`src/pll_pkg.sv`:
```
package pll_pkg;

  localparam int CAPACITY   = 16;
  localparam int DATA_WIDTH = 32;

  localparam int SLOT_W  = $clog2(CAPACITY);
  localparam int CNT_W   = $clog2(CAPACITY + 1);
  localparam int FUNC_W  = 3;
  localparam int VALUE_W = 32;
  localparam int POS_W   = 6;
  localparam int STAT_W  = 2;
  localparam int OCNT_W  = 7;
  // Wide enough to hold any position or any count without wrapping.
  localparam int EPOS_W  = 7;

  typedef logic [SLOT_W-1:0]     slot_t;
  typedef logic [DATA_WIDTH-1:0] data_t;

  // Request codes.
  localparam logic [FUNC_W-1:0] FUNC_INS_FRONT = 3'd0;
  localparam logic [FUNC_W-1:0] FUNC_INS_BACK  = 3'd1;
  localparam logic [FUNC_W-1:0] FUNC_INS_AT    = 3'd2;
  localparam logic [FUNC_W-1:0] FUNC_DEL_FRONT = 3'd3;
  localparam logic [FUNC_W-1:0] FUNC_DEL_BACK  = 3'd4;
  localparam logic [FUNC_W-1:0] FUNC_DEL_AT    = 3'd5;
  localparam logic [FUNC_W-1:0] FUNC_READ_OUT  = 3'd6;

  // Result status codes.
  localparam logic [STAT_W-1:0] STAT_OK   = 2'd0;
  localparam logic [STAT_W-1:0] STAT_BAD  = 2'd1;
  localparam logic [STAT_W-1:0] STAT_FULL = 2'd2;

  // A link that points outside the pool is taken as slot zero.
  function automatic slot_t slot_ok(slot_t s);
    return (32'(s) < 32'(CAPACITY)) ? s : '0;
  endfunction

  function automatic data_t to_store(logic signed [VALUE_W-1:0] v);
    return DATA_WIDTH'(v);
  endfunction

  function automatic logic signed [VALUE_W-1:0] to_element(data_t d);
    return VALUE_W'(signed'(d));
  endfunction

endpackage

```
`src/pll_req_if.sv`:
```
interface pll_req_if
  import pll_pkg::*;
();
  logic                       valid;
  logic                       ready;
  logic [FUNC_W-1:0]          func;
  logic signed [VALUE_W-1:0]  value;
  logic [POS_W-1:0]           position;

  modport source (output valid, func, value, position, input ready);
  modport sink   (input valid, func, value, position, output ready);
endinterface

```
`src/pll_res_if.sv`:
```
interface pll_res_if
  import pll_pkg::*;
();
  logic                       valid;
  logic                       ready;
  logic [STAT_W-1:0]          status;
  logic [POS_W-1:0]           where;
  logic signed [VALUE_W-1:0]  element;
  logic [OCNT_W-1:0]          count;
  logic                       last;

  modport source (output valid, status, where, element, count, last, input ready);
  modport sink   (input valid, status, where, element, count, last, output ready);
endinterface

```
`src/pll_ram.sv`:
```
module pll_ram #(
  parameter int WIDTH = 8,
  parameter int DEPTH = 16
) (
  input  logic                     clk_i,
  input  logic                     we_i,
  input  logic [$clog2(DEPTH)-1:0] waddr_i,
  input  logic [WIDTH-1:0]         wdata_i,
  input  logic [$clog2(DEPTH)-1:0] raddr_i,
  output logic [WIDTH-1:0]         rdata_o
);

  logic [WIDTH-1:0] mem_q [DEPTH];

  always_ff @(posedge clk_i) begin
    if (we_i) begin
      mem_q[waddr_i] <= wdata_i;
    end
    rdata_o <= mem_q[raddr_i];
  end

endmodule

```
`src/positional_linked_list_engine.sv`:
```
// Insert or delete at the front, and any refused request: decided in DECIDE, result loaded from EMIT.
// Insert or delete at position p >= 1 (back included): WALK follows one link per cycle, then INS2/DEL2, EMIT.
// Read-out of n elements: after DECIDE, READ gives one result per cycle while the output register is free.
// Sequential: one request at a time; the next is taken once the result sits in the output register.
// Reset is asynchronous, active low; it empties the list. The node memories are not cleared.
module positional_linked_list_engine
  import pll_pkg::*;
(
  input  logic              clk_i,
  input  logic              rst_ni,
  pll_req_if.sink           req_i,
  pll_res_if.source         res_o
);

  // Sequencer states.
  localparam logic [2:0] ST_IDLE   = 3'd0;
  localparam logic [2:0] ST_DECIDE = 3'd1;
  localparam logic [2:0] ST_WALK   = 3'd2;
  localparam logic [2:0] ST_INS2   = 3'd3;
  localparam logic [2:0] ST_DEL2   = 3'd4;
  localparam logic [2:0] ST_READ   = 3'd5;
  localparam logic [2:0] ST_EMIT   = 3'd6;

  logic [2:0] state_q, state_d;

  // List descriptor, all reset.
  slot_t               first_q, first_d;
  slot_t               final_q, final_d;
  logic [CAPACITY-1:0] used_q, used_d;
  logic [CNT_W-1:0]    count_q, count_d;

  // Request and walk registers, no reset needed.
  logic [FUNC_W-1:0]         func_q, func_d;
  logic signed [VALUE_W-1:0] value_q, value_d;
  logic [POS_W-1:0]          pos_q, pos_d;
  logic [EPOS_W-1:0]         ep_q, ep_d;
  slot_t                     cur_q, cur_d;
  slot_t                     prev_q, prev_d;
  slot_t                     dead_q, dead_d;
  slot_t                     rem_q, rem_d;
  logic [CNT_W-1:0]          idx_q, idx_d;
  logic [STAT_W-1:0]         st_q, st_d;
  logic [POS_W-1:0]          wh_q, wh_d;

  // Output register.
  logic                      out_valid_q, out_valid_d;
  logic [STAT_W-1:0]         out_status_q, out_status_d;
  logic [POS_W-1:0]          out_where_q, out_where_d;
  logic signed [VALUE_W-1:0] out_element_q, out_element_d;
  logic [OCNT_W-1:0]         out_count_q, out_count_d;
  logic                      out_last_q, out_last_d;
  logic                      out_free;
  logic                      out_load;

  // Memory ports. Both memories share one read address.
  slot_t raddr;
  logic  lwe, vwe;
  slot_t lwaddr;
  slot_t lwdata;
  slot_t lrdata;
  data_t vrdata;

  // Lowest free slot of the pool.
  slot_t free_slot;
  logic  free_found;

  logic [EPOS_W-1:0] cnt_ext;
  logic [EPOS_W-1:0] ep;
  logic              is_insert;

  pll_ram #(
    .WIDTH (SLOT_W),
    .DEPTH (CAPACITY)
  ) u_links (
    .clk_i   (clk_i),
    .we_i    (lwe),
    .waddr_i (lwaddr),
    .wdata_i (lwdata),
    .raddr_i (raddr),
    .rdata_o (lrdata)
  );

  pll_ram #(
    .WIDTH (DATA_WIDTH),
    .DEPTH (CAPACITY)
  ) u_values (
    .clk_i   (clk_i),
    .we_i    (vwe),
    .waddr_i (free_slot),
    .wdata_i (to_store(value_q)),
    .raddr_i (raddr),
    .rdata_o (vrdata)
  );

  always_comb begin
    free_slot  = '0;
    free_found = 1'b0;
    for (int i = CAPACITY - 1; i >= 0; i--) begin
      if (!used_q[i]) begin
        free_slot  = SLOT_W'(i);
        free_found = 1'b1;
      end
    end
  end

  assign cnt_ext   = EPOS_W'(count_q);
  assign is_insert = (func_q == FUNC_INS_FRONT) || (func_q == FUNC_INS_BACK) ||
                     (func_q == FUNC_INS_AT);
  assign out_free  = !out_valid_q || res_o.ready;

  assign req_i.ready   = (state_q == ST_IDLE);
  assign res_o.valid   = out_valid_q;
  assign res_o.status  = out_status_q;
  assign res_o.where   = out_where_q;
  assign res_o.element = out_element_q;
  assign res_o.count   = out_count_q;
  assign res_o.last    = out_last_q;

  // Position that the request acts on, resolved from the current count.
  always_comb begin
    unique case (func_q)
      FUNC_INS_BACK: ep = cnt_ext;
      FUNC_INS_AT,
      FUNC_DEL_AT:   ep = EPOS_W'(pos_q);
      FUNC_DEL_BACK: ep = (count_q == '0) ? '0 : cnt_ext - EPOS_W'(1);
      default:       ep = '0;
    endcase
  end

  always_comb begin
    state_d  = state_q;
    first_d  = first_q;
    final_d  = final_q;
    used_d   = used_q;
    count_d  = count_q;
    func_d   = func_q;
    value_d  = value_q;
    pos_d    = pos_q;
    ep_d     = ep_q;
    cur_d    = cur_q;
    prev_d   = prev_q;
    dead_d   = dead_q;
    rem_d    = rem_q;
    idx_d    = idx_q;
    st_d     = st_q;
    wh_d     = wh_q;
    out_load = 1'b0;
    out_status_d  = out_status_q;
    out_where_d   = out_where_q;
    out_element_d = out_element_q;
    out_count_d   = out_count_q;
    out_last_d    = out_last_q;
    // By default the memories look at the head, so that the head's link is
    // ready in the cycle after a request is accepted.
    raddr  = first_q;
    lwe    = 1'b0;
    lwaddr = free_slot;
    lwdata = first_q;
    vwe    = 1'b0;

    unique case (state_q)
      ST_IDLE: begin
        if (req_i.valid) begin
          func_d  = req_i.func;
          value_d = req_i.value;
          pos_d   = req_i.position;
          state_d = ST_DECIDE;
        end
      end

      ST_DECIDE: begin
        ep_d  = ep;
        cur_d = first_q;
        rem_d = SLOT_W'(ep - EPOS_W'(1));
        idx_d = '0;
        st_d  = STAT_OK;
        wh_d  = POS_W'(ep);
        if (is_insert) begin
          // A bad position is reported before a full pool.
          if (ep > cnt_ext) begin
            st_d    = STAT_BAD;
            wh_d    = '0;
            state_d = ST_EMIT;
          end else if (!free_found || cnt_ext >= EPOS_W'(CAPACITY)) begin
            st_d    = STAT_FULL;
            wh_d    = '0;
            state_d = ST_EMIT;
          end else begin
            vwe = 1'b1;
            if (ep == '0) begin
              // New head: its link is the old head.
              lwe     = 1'b1;
              first_d = free_slot;
              if (count_q == '0) begin
                final_d = free_slot;
              end
              used_d[free_slot] = 1'b1;
              count_d = count_q + CNT_W'(1);
              state_d = ST_EMIT;
            end else begin
              state_d = ST_WALK;
            end
          end
        end else if (func_q == FUNC_DEL_FRONT || func_q == FUNC_DEL_BACK ||
                     func_q == FUNC_DEL_AT) begin
          if (ep >= cnt_ext) begin
            st_d    = STAT_BAD;
            wh_d    = '0;
            state_d = ST_EMIT;
          end else if (ep == '0) begin
            // The head's link was read while the request was accepted.
            used_d[first_q] = 1'b0;
            count_d = count_q - CNT_W'(1);
            if (count_q == CNT_W'(1)) begin
              first_d = '0;
              final_d = '0;
            end else begin
              first_d = slot_ok(lrdata);
            end
            state_d = ST_EMIT;
          end else begin
            state_d = ST_WALK;
          end
        end else if (func_q == FUNC_READ_OUT) begin
          if (count_q == '0) begin
            st_d    = STAT_BAD;
            wh_d    = '0;
            state_d = ST_EMIT;
          end else begin
            state_d = ST_READ;
          end
        end else begin
          // Unused request code: no result and no change.
          state_d = ST_IDLE;
        end
      end

      ST_WALK: begin
        // The link of cur_q arrives now; follow it until the node in front
        // of the target position is reached.
        if (rem_q != '0) begin
          cur_d = slot_ok(lrdata);
          rem_d = rem_q - SLOT_W'(1);
          raddr = slot_ok(lrdata);
        end else begin
          prev_d = cur_q;
          if (is_insert) begin
            // New node takes over the link of its predecessor.
            lwe     = 1'b1;
            lwaddr  = free_slot;
            lwdata  = lrdata;
            state_d = ST_INS2;
          end else begin
            // Fetch the link of the node being removed.
            raddr   = slot_ok(lrdata);
            dead_d  = slot_ok(lrdata);
            state_d = ST_DEL2;
          end
        end
      end

      ST_INS2: begin
        lwe    = 1'b1;
        lwaddr = prev_q;
        lwdata = free_slot;
        if (ep_q == cnt_ext) begin
          final_d = free_slot;
        end
        used_d[free_slot] = 1'b1;
        count_d = count_q + CNT_W'(1);
        state_d = ST_EMIT;
      end

      ST_DEL2: begin
        lwe    = 1'b1;
        lwaddr = prev_q;
        lwdata = lrdata;
        if (ep_q == cnt_ext - EPOS_W'(1)) begin
          final_d = prev_q;
        end
        used_d[dead_q] = 1'b0;
        count_d = count_q - CNT_W'(1);
        state_d = ST_EMIT;
      end

      ST_READ: begin
        // Value and link of cur_q are on the memory outputs. Hold the read
        // address while the output register is busy.
        raddr = cur_q;
        if (out_free) begin
          out_load      = 1'b1;
          out_status_d  = STAT_OK;
          out_where_d   = POS_W'(idx_q);
          out_element_d = to_element(vrdata);
          out_count_d   = OCNT_W'(count_q);
          out_last_d    = ((idx_q + CNT_W'(1)) == count_q);
          if ((idx_q + CNT_W'(1)) == count_q) begin
            state_d = ST_IDLE;
          end else begin
            cur_d = slot_ok(lrdata);
            raddr = slot_ok(lrdata);
            idx_d = idx_q + CNT_W'(1);
          end
        end
      end

      ST_EMIT: begin
        if (out_free) begin
          out_load      = 1'b1;
          out_status_d  = st_q;
          out_where_d   = wh_q;
          out_element_d = '0;
          out_count_d   = OCNT_W'(count_q);
          out_last_d    = 1'b1;
          state_d       = ST_IDLE;
        end
      end

      default: begin
        state_d = ST_IDLE;
      end
    endcase
  end

  always_comb begin
    if (out_load) begin
      out_valid_d = 1'b1;
    end else if (res_o.ready) begin
      out_valid_d = 1'b0;
    end else begin
      out_valid_d = out_valid_q;
    end
  end

  always_ff @(posedge clk_i or negedge rst_ni) begin
    if (!rst_ni) begin
      state_q     <= ST_IDLE;
      first_q     <= '0;
      final_q     <= '0;
      used_q      <= '0;
      count_q     <= '0;
      out_valid_q <= 1'b0;
    end else begin
      state_q     <= state_d;
      first_q     <= first_d;
      final_q     <= final_d;
      used_q      <= used_d;
      count_q     <= count_d;
      out_valid_q <= out_valid_d;
    end
  end

  // Payload registers.
  always_ff @(posedge clk_i) begin
    func_q        <= func_d;
    value_q       <= value_d;
    pos_q         <= pos_d;
    ep_q          <= ep_d;
    cur_q         <= cur_d;
    prev_q        <= prev_d;
    dead_q        <= dead_d;
    rem_q         <= rem_d;
    idx_q         <= idx_d;
    st_q          <= st_d;
    wh_q          <= wh_d;
    out_status_q  <= out_status_d;
    out_where_q   <= out_where_d;
    out_element_q <= out_element_d;
    out_count_q   <= out_count_d;
    out_last_q    <= out_last_d;
  end

endmodule
```
`src/flat_wrapper.sv`:
```
// flat-port wrapper written by rule: the top's interface ports become plain ports
module positional_linked_list_engine_flat import pll_pkg::*;
  (clk_i, rst_ni, req_i_valid, req_i_func, req_i_value, req_i_position, req_i_ready, res_o_valid, res_o_status, res_o_where, res_o_element, res_o_count, res_o_last, res_o_ready);
  pll_req_if req_i_i ();
  pll_res_if res_o_i ();
  input  logic clk_i;
  input  logic rst_ni;
  input wire logic [$bits(req_i_i.valid)-1:0] req_i_valid;
  input wire logic [$bits(req_i_i.func)-1:0] req_i_func;
  input wire logic [$bits(req_i_i.value)-1:0] req_i_value;
  input wire logic [$bits(req_i_i.position)-1:0] req_i_position;
  output wire logic [$bits(req_i_i.ready)-1:0] req_i_ready;
  output wire logic [$bits(res_o_i.valid)-1:0] res_o_valid;
  output wire logic [$bits(res_o_i.status)-1:0] res_o_status;
  output wire logic [$bits(res_o_i.where)-1:0] res_o_where;
  output wire logic [$bits(res_o_i.element)-1:0] res_o_element;
  output wire logic [$bits(res_o_i.count)-1:0] res_o_count;
  output wire logic [$bits(res_o_i.last)-1:0] res_o_last;
  input wire logic [$bits(res_o_i.ready)-1:0] res_o_ready;
  assign req_i_i.valid = req_i_valid;
  assign req_i_i.func = req_i_func;
  assign req_i_i.value = req_i_value;
  assign req_i_i.position = req_i_position;
  assign req_i_ready = req_i_i.ready;
  assign res_o_valid = res_o_i.valid;
  assign res_o_status = res_o_i.status;
  assign res_o_where = res_o_i.where;
  assign res_o_element = res_o_i.element;
  assign res_o_count = res_o_i.count;
  assign res_o_last = res_o_i.last;
  assign res_o_i.ready = res_o_ready;
  positional_linked_list_engine u_core (.clk_i(clk_i), .rst_ni(rst_ni), .req_i(req_i_i), .res_o(res_o_i));
endmodule
```
`config.mk`:
```
export PLATFORM = sky130hd
export DESIGN_NAME = positional_linked_list_engine_flat
export DESIGN_NICKNAME = d
export VERILOG_FILES = /design/src/pll_pkg.sv /design/src/pll_req_if.sv /design/src/pll_res_if.sv /design/src/pll_ram.sv /design/src/positional_linked_list_engine.sv /design/src/flat_wrapper.sv
export SDC_FILE = /design/constraint.sdc
export NUM_CORES = 1
export LEC_CHECK = 0
export BUFFER_PORTS_ARGS = -buffer_cell sky130_fd_sc_hd__buf_2
export CORE_MARGIN = 8
export CORE_UTILIZATION = 50
export CTS_BUF_LIST = sky130_fd_sc_hd__clkbuf_2
export DETAILED_ROUTE_END_ITERATION = 8
export GPL_ROUTABILITY_DRIVEN = 0
export GPL_TIMING_DRIVEN = 0
export PLACE_DENSITY_LB_ADDON = 0.08
export SYNTH_ARGS = -nofsm -noshare
export SYNTH_HDL_FRONTEND = slang
export SYNTH_HIERARCHICAL = 1
export SYNTH_SLANG_ARGS = --single-unit
```
`constraint.sdc`:
```
create_clock -name clk_i -period 8.6 [get_ports clk_i]
set_clock_uncertainty 0.15 [all_clocks]
set_input_delay 0.43 -clock clk_i [delete_from_list [all_inputs] [get_ports clk_i]]
set_output_delay 0.43 -clock clk_i [all_outputs]
set_load 0.01 [all_outputs]
```
=== Yosys cells after proc, flatten, opt, wreduce, memory -nomap -nowiden ===
Memories as Yosys holds them, arrays and structs flattened. A register that Yosys moved wholly into a read port is not among the register bits.
Index checks and enable logic that the tools add are counted.

* Register bits: 145
* Memory bits (writable): 576
* Output and inout port bits: 50
* Word-level logic and storage cells: 250
* Memories kept: 2

* Add/subtract/negate cells: 6
* Order comparisons: 9
* Equality and inequality tests: 29
* Multiplexer cells: 140
* Bitwise operators: 7
* Reduce and logical (&&, ||, !) cells: 37

{| class="wikitable"
|+ Memories
! memory !! words !! width !! read ports !! clocked after Yosys merged registers in !! wr ports !! line !! text
|-
| u_core.u_values.mem_q || 16 || 32 || 1 || 1 || 1 || pll_ram.sv:13 || <nowiki>logic [WIDTH-1:0] mem_q [DEPTH];</nowiki>
|-
| u_core.u_links.mem_q || 16 || 4 || 1 || 1 || 1 || pll_ram.sv:13 ||
|}

{| class="wikitable"
|+ Operators by type and width
! operator !! count
|-
| $mux 4 || 33
|-
| $mux 16 || 7
|-
| $mux 32 || 2
|-
| $pmux 32 s2 || 1
|-
| $mux 6 || 9
|-
| $pmux 16 s3 || 1
|-
| $mux 5 || 9
|-
| $mux 1 || 41
|-
| $mux 3 || 13
|-
| $and 16x16->16 || 2
|-
| $not 16->16 || 2
|-
| $pmux 4 s3 || 2
|-
| $pmux 7 s3 || 1
|-
| $eq 3x3->1 const B || 6
|-
| $pmux 3 s6 || 1
|-
| $mux 2 || 8
|-
| $or 16x16->16 || 1
|-
| $pmux 4 s2 || 2
|-
| $lt 4x5->1 const B || 3
|-
| $pmux 5 s3 || 1
|-
| $demux 1 s4 || 3
|-
| $eq 3x2->1 const B || 4
|-
| $ge 4x1->1 const B || 3
|-
| $ne 2x1->1 const B || 6
|-
| other kinds (35) || 67
|}

=== Logic depth before layout (Yosys ltp) ===
Gate-level depths: netlist of run 1.

* Depth in word-level cells: 26
* Mapped depth: 18

=== Hierarchy ===
The synthesis of run 1 kept the hierarchy.

{| class="wikitable"
|+ By module, submodules not included
! module !! times used !! cells an instance !! area each (um^2) !! sequential area each (um^2)
|-
| pll_ram (u_core.u_values) || 1 || 838 || 19,835.3 || 16,015.4
|-
| positional_linked_list_engine || 1 || 613 || 7,041.8 || 4,209.0
|-
| pll_ram (u_core.u_links) || 1 || 130 || 2,666.3 || 2,001.9
|}

=== Worst setup path before layout of run 1 ===
No wires, ideal clock.

* Path kind: reg-to-reg
* Start: register u_core.count_q[0]
* End: memory u_core/u_values/mem_q[0][0] in the netlist's numbering (enable)
* Setup time: 0.461 ns
* Arrival time: 5.626 ns
* Path slack: 2.363 ns
* Stages on the path, launching flop included: 16
* Cells stage by stage: dfrtp_1 > clkbuf_1 > inv_1 > ha_1 > nor4b_4 > nor3_1 > a221oi_1 > inv_1 > ha_1 > o211ai_1 > a21oi_1 > o21ai_0 > nand2b_1 > nor4_1 > or3b_2 > nor3_1

* Longest elaborated chain between the ends: 9
* Elaborated cells between the ends (all ways): 13
* Classes of those cells: add/sub: 1; order compare: 2; mux: 8; reduce/logical: 2

{| class="wikitable"
|+ Ends and longest elaborated chain
! element !! line !! text
|-
| from (decl) || positional_linked_list_engine.sv:30 || <nowiki>logic [CNT_W-1:0] count_q, count_d;</nowiki>
|-
| from (signal assigned) || positional_linked_list_engine.sv:348 || <nowiki>count_q <= count_d;</nowiki>
|-
| $sub 5x1->6 or $logic_not 5->1 (tied branches) || positional_linked_list_engine.sv:125 || <nowiki>FUNC_DEL_BACK: ep = (count_q == '0) ? '0 : cnt_ext - EPOS_W'(1);</nowiki>
|-
| $mux 7 || positional_linked_list_engine.sv:125 ||
|-
| $pmux 7 s3 || positional_linked_list_engine.sv:121 || <nowiki>unique case (func_q)</nowiki>
|-
| $gt 7x5->1 || positional_linked_list_engine.sv:180 || <nowiki>if (ep > cnt_ext) begin</nowiki>
|-
| $mux 1 * || positional_linked_list_engine.sv:180 ||
|-
| $mux 1 * || positional_linked_list_engine.sv:178 || <nowiki>if (is_insert) begin</nowiki>
|-
| $mux 1 * || positional_linked_list_engine.sv:161 || <nowiki>unique case (state_q)</nowiki>
|-
| net u_core.vwe || positional_linked_list_engine.sv:57 || <nowiki>logic lwe, vwe;</nowiki>
|-
| $mux 1 * || pll_ram.sv:16 || <nowiki>if (we_i) begin</nowiki>
|-
| $mux 1 (not written as such) * || pll_ram.sv:17 || <nowiki>mem_q[waddr_i] <= wdata_i;</nowiki>
|-
| to (decl) || pll_ram.sv:13 ||
|}

Mark *: on every way through the listed nets, which the timed path passes. The rest lies on a longest branch.

=== Final worst setup path of run 1 ===
* Start: register u_core.count_q[0]
* End: memory u_core/u_values/mem_q[8][6] in the netlist's numbering (enable)

Same word-level chain as after synthesis.

==> flow_summary_export.csv, run 1 <==
group,metric,value,unit
floorplanning,fp.dieW,259,um
job,drv_cap,0,
synthesis,yosys_warnings,6,
timing,finalSetupViolCount,0,
critical_path,critPathMaxFanout,8,
floorplanning,rows,89,
routing,dr.pass1.iters,5,
power_and_ir_drop,power.density,318,nW/um2
routing,drc,0,
synthesis,synthCells,1581,
grt,met2_usage,0.340,
clock_network,cts.htree.levels,4,
timing,slew_violations,0,
timing,period_needed,6.50,ns
synthesis,yosys-top-cells-count,"edfxtp_1 (692), mux4_2 (130), nand2_1 (79)",
synthesis,synth_top_area_frac,0.703,
floorplanning,start_util,0.503,
routing,wl,70.6,mm
routing,vias_per_cell,5.66,
synthesis,yosysSeqAreaShare,0.752,
synthesis,synth_flop_cell,"edfxtp_1",
placement,dp_hpwl,44.4,mm
grt,grt_max_degree,42,
layout,finish.utilization,0.589,
timing,slew_headroom,0.272,
floorplanning,die-area,67100,um2
critical_path,worstPathArrival,7.39,ns
critical_path,critPathKind,"reg2reg",
critical_path,end_kind,"register",
synthesis,netlist_top_cells_area,"edfxtp_1 (70%), mux4_2 (9.9%), dfrtp_1 (2.5%)",
power_and_ir_drop,leakage,11.8,nW
outcome,outcome,"completed",
routing,postRouteAntennaNets,0,
placement,io_buffers,92,
timing,max_freq,0.154,GHz
grt,grt_remaining_overflow,0,
synthesis,yosys.area.top_type,"edfxtp_1",
synthesis,synth_seq_cells,757,
clock_network,cts_tree,"built",
clock_network,cts.repair.resized,0,
floorplanning,core_area,58700,um2
grt,grt.met1_usage,0.283,
layout,layout.nets,2065,
power_and_ir_drop,ir_worst_vdd,0.000164,V
synthesis,syn_area_per_cell,18.7,um2
floorplanning,die_h,259,um
routing,avgRoutedWirePerCell,24.0,um
layout,fin_area,34600,um2
floorplanning,io_pins,95,
layout,area_growth,16.9,%
grt,grt_first_pass_wirelength,106,mm
grt,grt-busiest-layer,"met2",
layout,stdcell_count,2944,
routing,drt_iter0_markers,1332,
synthesis,synth_cell_type_count,70,
timing,fin_crit_sh,0.755,
clock_network,clk_path_buf_depth,3,
clock_network,root_buffer,"clkbuf_2",
critical_path,worst_setup_path_start_kind,"register",
grt,track_usage,0.213,
placement,post_dp_cell_area,31600,um2
synthesis,synthArstFlopShare,0.0383,
timing,hold_viol,0,
critical_path,required,9.49,ns
synthesis,synth_most_common_cell,"edfxtp_1",
hold_path,hold_class,"in2reg",
grt,grt_use_met3,0.0496,
synthesis,syn-cell-area,29500,um2
clock_network,cts_setup_buffers,0,
placement,dp_cells,2481,
layout,drive_gt1_frac,0.289,
clock_network,clk_pin_slew,0.12,ns
timing,whs,0.191,ns
clock_network,numClockSinks,757,
grt,grt_pass1_vias,17427,
timing,rsz0062_at_grt,"no",
clock_network,cts_buffers,186,
grt,grt_antenna_before_repair,4,
clock_network,insertion_delay,1.35,ns
routing,dr_total_vias,16666,
synthesis,synth_edf_count,692,
timing,worstMarginPinSlew,1.08,ns
-- registers in the layout, indices dropped and copies added, names as in the netlist, 3 cells and up --
register                 count
u_core/func_q                3
u_core/wh_q                  6
u_core/res_o.where           6
u_core/u_values/rdata_o     32
u_core/u_links/mem_q        64
u_core/prev_q                4
u_core/res_o.element        32
u_core/count_q               5
u_core/state_q               3
u_core/u_links/rdata_o       4
u_core/res_o.count           5
u_core/first_q               4
u_core/dead_q                4
u_core/idx_q                 5
u_core/cur_q                 4
u_core/value_q              32
u_core/rem_q                 4
u_core/u_values/mem_q      512
u_core/pos_q                 6
u_core/used_q               16
-- final cells by class --
class	instances	area (um2)
clock buffers	295	1480
repair buffers	238	2130
fillers	4481	24100
multi-input cells	719	6950
clock inverters	47	278
plain buffers	81	404
flip-flops and latches	757	22200
diodes	8	20.0
inverters	26	97.6
well taps	773	967
-- worst max-delay path, stage by stage, from the launching register on --
cell and delay [ns]:
dfrtp_1 0.49, clkbuf_1 0.23, inv_1 0.18, ha_1 0.22, nor4b_4 0.38, nor3_1 0.12, a221oi_1 0.48, inv_1 0.18
ha_1 0.33, o211ai_1 0.09, a21oi_1 0.07, o21ai_0 0.36, nand2b_1 0.19, nor4_1 0.85, nand3b_1 0.51, nor3_2 0.77
buf_6 0.25, buf_6 0.19, buf_6 0.17
-- report_power, final --
part	switching, mW	total, mW	internal [mW]	leakage [nW]
clock	1.40	2.39	0.997	1.36
combinational	2.30	3.91	1.61	3.56
sequential	0.192	4.70	4.50	6.94
-- per-layer routing --
layer / wire length [um] / part of all wire
met5: 13 / 0.00018
met4: 1810 / 0.026
met3: 4360 / 0.062
met2: 34400 / 0.49
met1: 30000 / 0.42
-- metrics by stage --
stage | TNS (ns) | setup WS, ns | power [mW]
floorplan | 0 | 2.36 | 7.38
global placement | -192.66 | -1.75 | 8.58
detailed placement | 0 | 2.26 | 8.68
CTS | 0 | 2.22 | 11.1
global route | 0 | 1.93 | 11.6
finish | 0 | 2.10 | 11.0
-- placed cells by master (no fill, tap or decap), drive strengths merged, types with 29 or more instances in the layout --
cell type,n
a22oi,78
and2,39
buf,163
clkbuf,339
clkinv,40
dfrtp,29
dfxtp,36
dlygate4sd3,112
edfxtp,692
inv,30
mux4,144
nand2,79
nor2,69
o21ai,49
-- final timing paths --
check	from	end	slack, ns	cells after the start
setup / recovery	u_core/count_q[0]	u_core/u_values/mem_q[8][6]	2.10	18
hold / removal	req_i_value[3]	u_core/value_q[3]	0.19	3
setup reg to reg	u_core/count_q[0]	u_core/u_values/mem_q[8][6]	2.10	18
hold reg to reg	u_core/count_q[2]	u_core/res_o.count[2]	0.30	0
max in group asynchronous	rst_ni	u_core/used_q[14]	7.60	5
min in group asynchronous	rst_ni	u_core/used_q[15]	0.50	5
-- cell families after synthesis --
group | synth area share
DFF | 0.752
and+or+nand+nor | 0.0554
AOI/OAI and AO/OA | 0.0500
muxes | 0.115
buffers and inverters | 0.0170
xor gates and xnor gates | 0.00534
adders and majority gates | 0.00466
other | 0.000127
-- timing repair --
action / in CTS / in global routing
endpoints found under the setup margin: 0 / 0
endpoints found under the hold margin: 169 / 0
hold buffers: 113 / 0
No activity file was read; power rests on OpenSTA's default activity.
==> inputs of run 2 (changes only) <==
ABC_AREA = 1   (was default)
clock period = 6.25 ns   (was 8.6 ns; I/O delays follow)
==> run 2 against run 1 <==
Net effect: sequential cell count unchanged; wire length grew 35%; critical path depth did not move; fmax increased by 39%; synthesized cell count rose by 100%; core utilization shrank 0.50 points; largest power group is now combinational cells; synthesized area up 12%; global-route usage grew 4.1 points; sequential share of layout area shrank 6.3 points; count of clock-buffer cells in the layout is 12 higher; final area is 11% higher; die area increased by 11%.
==> flow_summary_export.csv, run 2 <==
group,metric,value,unit
routing,dr_total_vias,24403,
critical_path,cpMostUsedCell,"nand2_1",
layout,regMostFlops,"u_core/u_values/mem_q",
routing,drc,0,
routing,avgRoutedWirePerCell,20.3,um
synthesis,yosys.area.top_type,"edfxtp_1",
grt,grt_antenna_before_repair,1,
power_and_ir_drop,ir_worst_vdd,0.000291,V
timing,slew_violations,0,
layout,final_common_cell,"nand2_1",
critical_path,crit_family,"simple AND/OR/NAND/NOR gates",
routing,wl,95.1,mm
routing,vias_per_cell,5.20,
layout,drive_gt1_frac,0.151,
grt,grt_pass1_vias,24308,
grt,track_usage,0.254,
clock_network,cts.htree.levels,4,
layout,finish.utilization,0.584,
clock_network,cts_setup_buffers,0,
clock_network,cts_tree,"built",
critical_path,end_kind,"register",
timing,rsz0062_at_grt,"no",
job,drv_cap,0,
critical_path,worst_setup_path_start_kind,"register",
critical_path,slowest_stage,"nor2_4",
critical_path,critPathMaxFanout,18,
layout,fillers,5738,
power_and_ir_drop,p_sw_frac,0.443,
timing,slew_headroom,0.242,
clock_network,cts_buffers,188,
synthesis,synth_top_area_frac,0.627,
grt,grt_max_degree,30,
floorplanning,rows,94,
floorplanning,die-area,74700,um2
layout,final_cell_mix,"nand2_1 (988), edfxtp_1 (692), inv_1 (561)",
timing,whs,0.311,ns
layout,seqCellArea,22200,um2
clock_network,numClockSinks,757,
synthesis,synthCells,3236,
synthesis,yosys-top-cells-count,"nand2_1 (988), edfxtp_1 (692), inv_1 (561)",
power_and_ir_drop,clockPowerShare,0.185,
floorplanning,fp.dieW,273,um
synthesis,synth_most_common_cell,"nand2_1",
routing,postRouteAntennaNets,0,
clock_network,cts.repair.resized,0,
power_and_ir_drop,power_frac_seq,0.369,
critical_path,worstPathCellList,"inv_1 > ha_1 > inv_1 > nor3_4 > nor2_2 > nand2_1 > nand3b_1 > ha_1 > a21oi_1 > o21ai_0 > nand4_1 > nand2_1 > nand2_1 > nand3_1 > nor2_1 > nand3_1 > nor2_4 > buf_16",
outcome,outcome,"completed",
grt,grt_first_pass_wirelength,143,mm
clock_network,holdBufCountCts,131,
placement,io_buffers,92,
floorplanning,core_area,65600,um2
layout,reg_top3,"u_core/u_values/mem_q x512, u_core/u_links/mem_q x64",
synthesis,netlist_top_cells_area,"edfxtp_1 (63%), nand2_1 (11%), nand3_1 (7.4%)",
layout,multi_input_area,7970,um2
synthesis,synth_edf_count,692,
power_and_ir_drop,pwr-share-comb,0.446,
layout,layout.nets,3726,
power_and_ir_drop,total_power,18.1,mW
power_and_ir_drop,p_switching,8.00,mW
clock_network,root_buffer,"clkbuf_2",
timing,hold_viol,0,
synthesis,syn_area_per_cell,10.2,um2
power_and_ir_drop,p_int,10.1,mW
floorplanning,io_pins,95,
synthesis,yosys_warnings,6,
clock_network,clk_path_buf_depth,3,
placement,dp_hpwl,60.9,mm
critical_path,max_stage_delay,0.77,ns
critical_path,crit_buf_inv,3,
timing,max_freq,0.214,GHz
power_and_ir_drop,power.density,472,nW/um2
synthesis,synthArstFlopShare,0.0383,
critical_path,worstPathArrival,5.50,ns
synthesis,synth_cell_type_count,44,
critical_path,required,7.08,ns
timing,fin_crit_sh,0.748,
layout,largest_reg_flops,512,
power_and_ir_drop,leakage,16.8,nW
synthesis,synth_flop_cell,"edfxtp_1",
floorplanning,die_h,273,um
timing,worstMarginPinSlew,1.14,ns
timing,period_needed,4.68,ns
synthesis,syn-cell-area,33100,um2
critical_path,critPathKind,"reg2reg",
routing,dr.pass1.iters,8,
layout,area_growth,15.7,%
timing,finalSetupViolCount,0,
routing,drt_iter0_markers,2150,
clock_network,insertion_delay,1.35,ns
grt,grt_remaining_overflow,0,
floorplanning,start_util,0.505,
synthesis,yosysSeqAreaShare,0.671,
hold_path,hold_class,"reg2reg",
synthesis,synth_seq_cells,757,
clock_network,clk_pin_slew,0.11,ns
run 2: cell types whose count changed in the layout (fill, tap and decap cells not counted), moves of 38 or more:
| cell | previous run | this run |
|---|---|---|
| nand2_1 | 79 | 988 |
| inv_1 | 25 | 561 |
| mux4_2 | 130 | 0 |
| a22oi_1 | 78 | 0 |
| nand3_1 | 27 | 492 |
| nor2_1 | 57 | 96 |
| and2_1 | 38 | 0 |
run 2: kinds of logic (layout without fill, tap and decap cells):
logic type	count (synthesis)	after routing	share of synthesized area
other	1	5	0.000113
XOR/XNOR	14	14	0.00370
AO/OA/AOI/OAI	104	104	0.0177
flip-flops	757	757	0.671
buffers and inverters	708	1294	0.0931
multiplexers	6	6	0.00200
AND/OR/NAND/NOR	1635	1635	0.208
adder cells (fa/ha/maj)	11	11	0.00416
run 2: final timing paths:
path	startpoint	end	slack, ns	cells past startpoint
max	u_core/count_q[1]	u_core/u_values/mem_q[12][29]	1.57	18
min	u_core/cur_q[3]	u_core/prev_q[3]	0.31	0
max reg2reg	u_core/count_q[1]	u_core/u_values/mem_q[12][29]	1.57	18
min reg2reg	u_core/cur_q[3]	u_core/prev_q[3]	0.31	0
max in group asynchronous	rst_ni	u_core/count_q[0]	5.38	5
min in group asynchronous	rst_ni	u_core/used_q[9]	0.36	5
run 2: cell type report:
cell class,count,area share
Antenna cell,2,0.000131
Buffer,137,0.0242
Clock buffer,307,0.0401
Clock inverter,37,0.00562
Inverter,571,0.0563
Multi-Input combinational cell,1773,0.208
Sequential cell,757,0.580
Tap cell,864,0.0282
Timing Repair Buffer,242,0.0572
run 2: worst register-to-register path, stage by stage, from the launching register on:
cell      delay (ns)
dfrtp_1         0.45
inv_1           0.27
ha_1            0.23
inv_1           0.07
nor3_4          0.20
nor2_2          0.09
nand2_1         0.07
nand3b_1        0.12
ha_1            0.33
a21oi_1         0.13
o21ai_0         0.10
nand4_1         0.12
nand2_1         0.07
nand2_1         0.09
nand3_1         0.18
nor2_1          0.29
nand3_1         0.36
nor2_4          0.77
buf_16          0.26
run 2: power groups by stage:
stage | Sequential (mW) | Clock [mW] | Combinational, mW
floorplan | 6.71 | 0 | 4.88
global placement | 6.79 | 0 | 7.74
detailed placement | 6.78 | 0 | 7.91
CTS | 6.67 | 3.44 | 8.00
global route | 6.74 | 3.69 | 8.73
finish | 6.67 | 3.34 | 8.05
run 2: routing by layer:
layer	up-vias	wire length (um)	track usage
met5	-	0	0
met4	0	2990	0.106
met3	204	6390	0.0455
met2	1030	46900	0.427
met1	11663	38900	0.323
li1	11506	-	-
run 2: through the flow:
| stage | instance area [um2] | setup TNS (ns) | instances | setup slack [ns] |
|---|---|---|---|---|
| after floorplan | 33100 | 0 | 3238 | 1.85 |
| after global placement | 34700 | -157.29 | 4194 | -0.515 |
| after detailed placement | 35200 | 0 | 4213 | 1.66 |
| after CTS | 38300 | 0 | 4688 | 1.54 |
| after global routing | 38300 | 0 | 4690 | 1.20 |
| final | 38300 | 0 | 4690 | 1.57 |
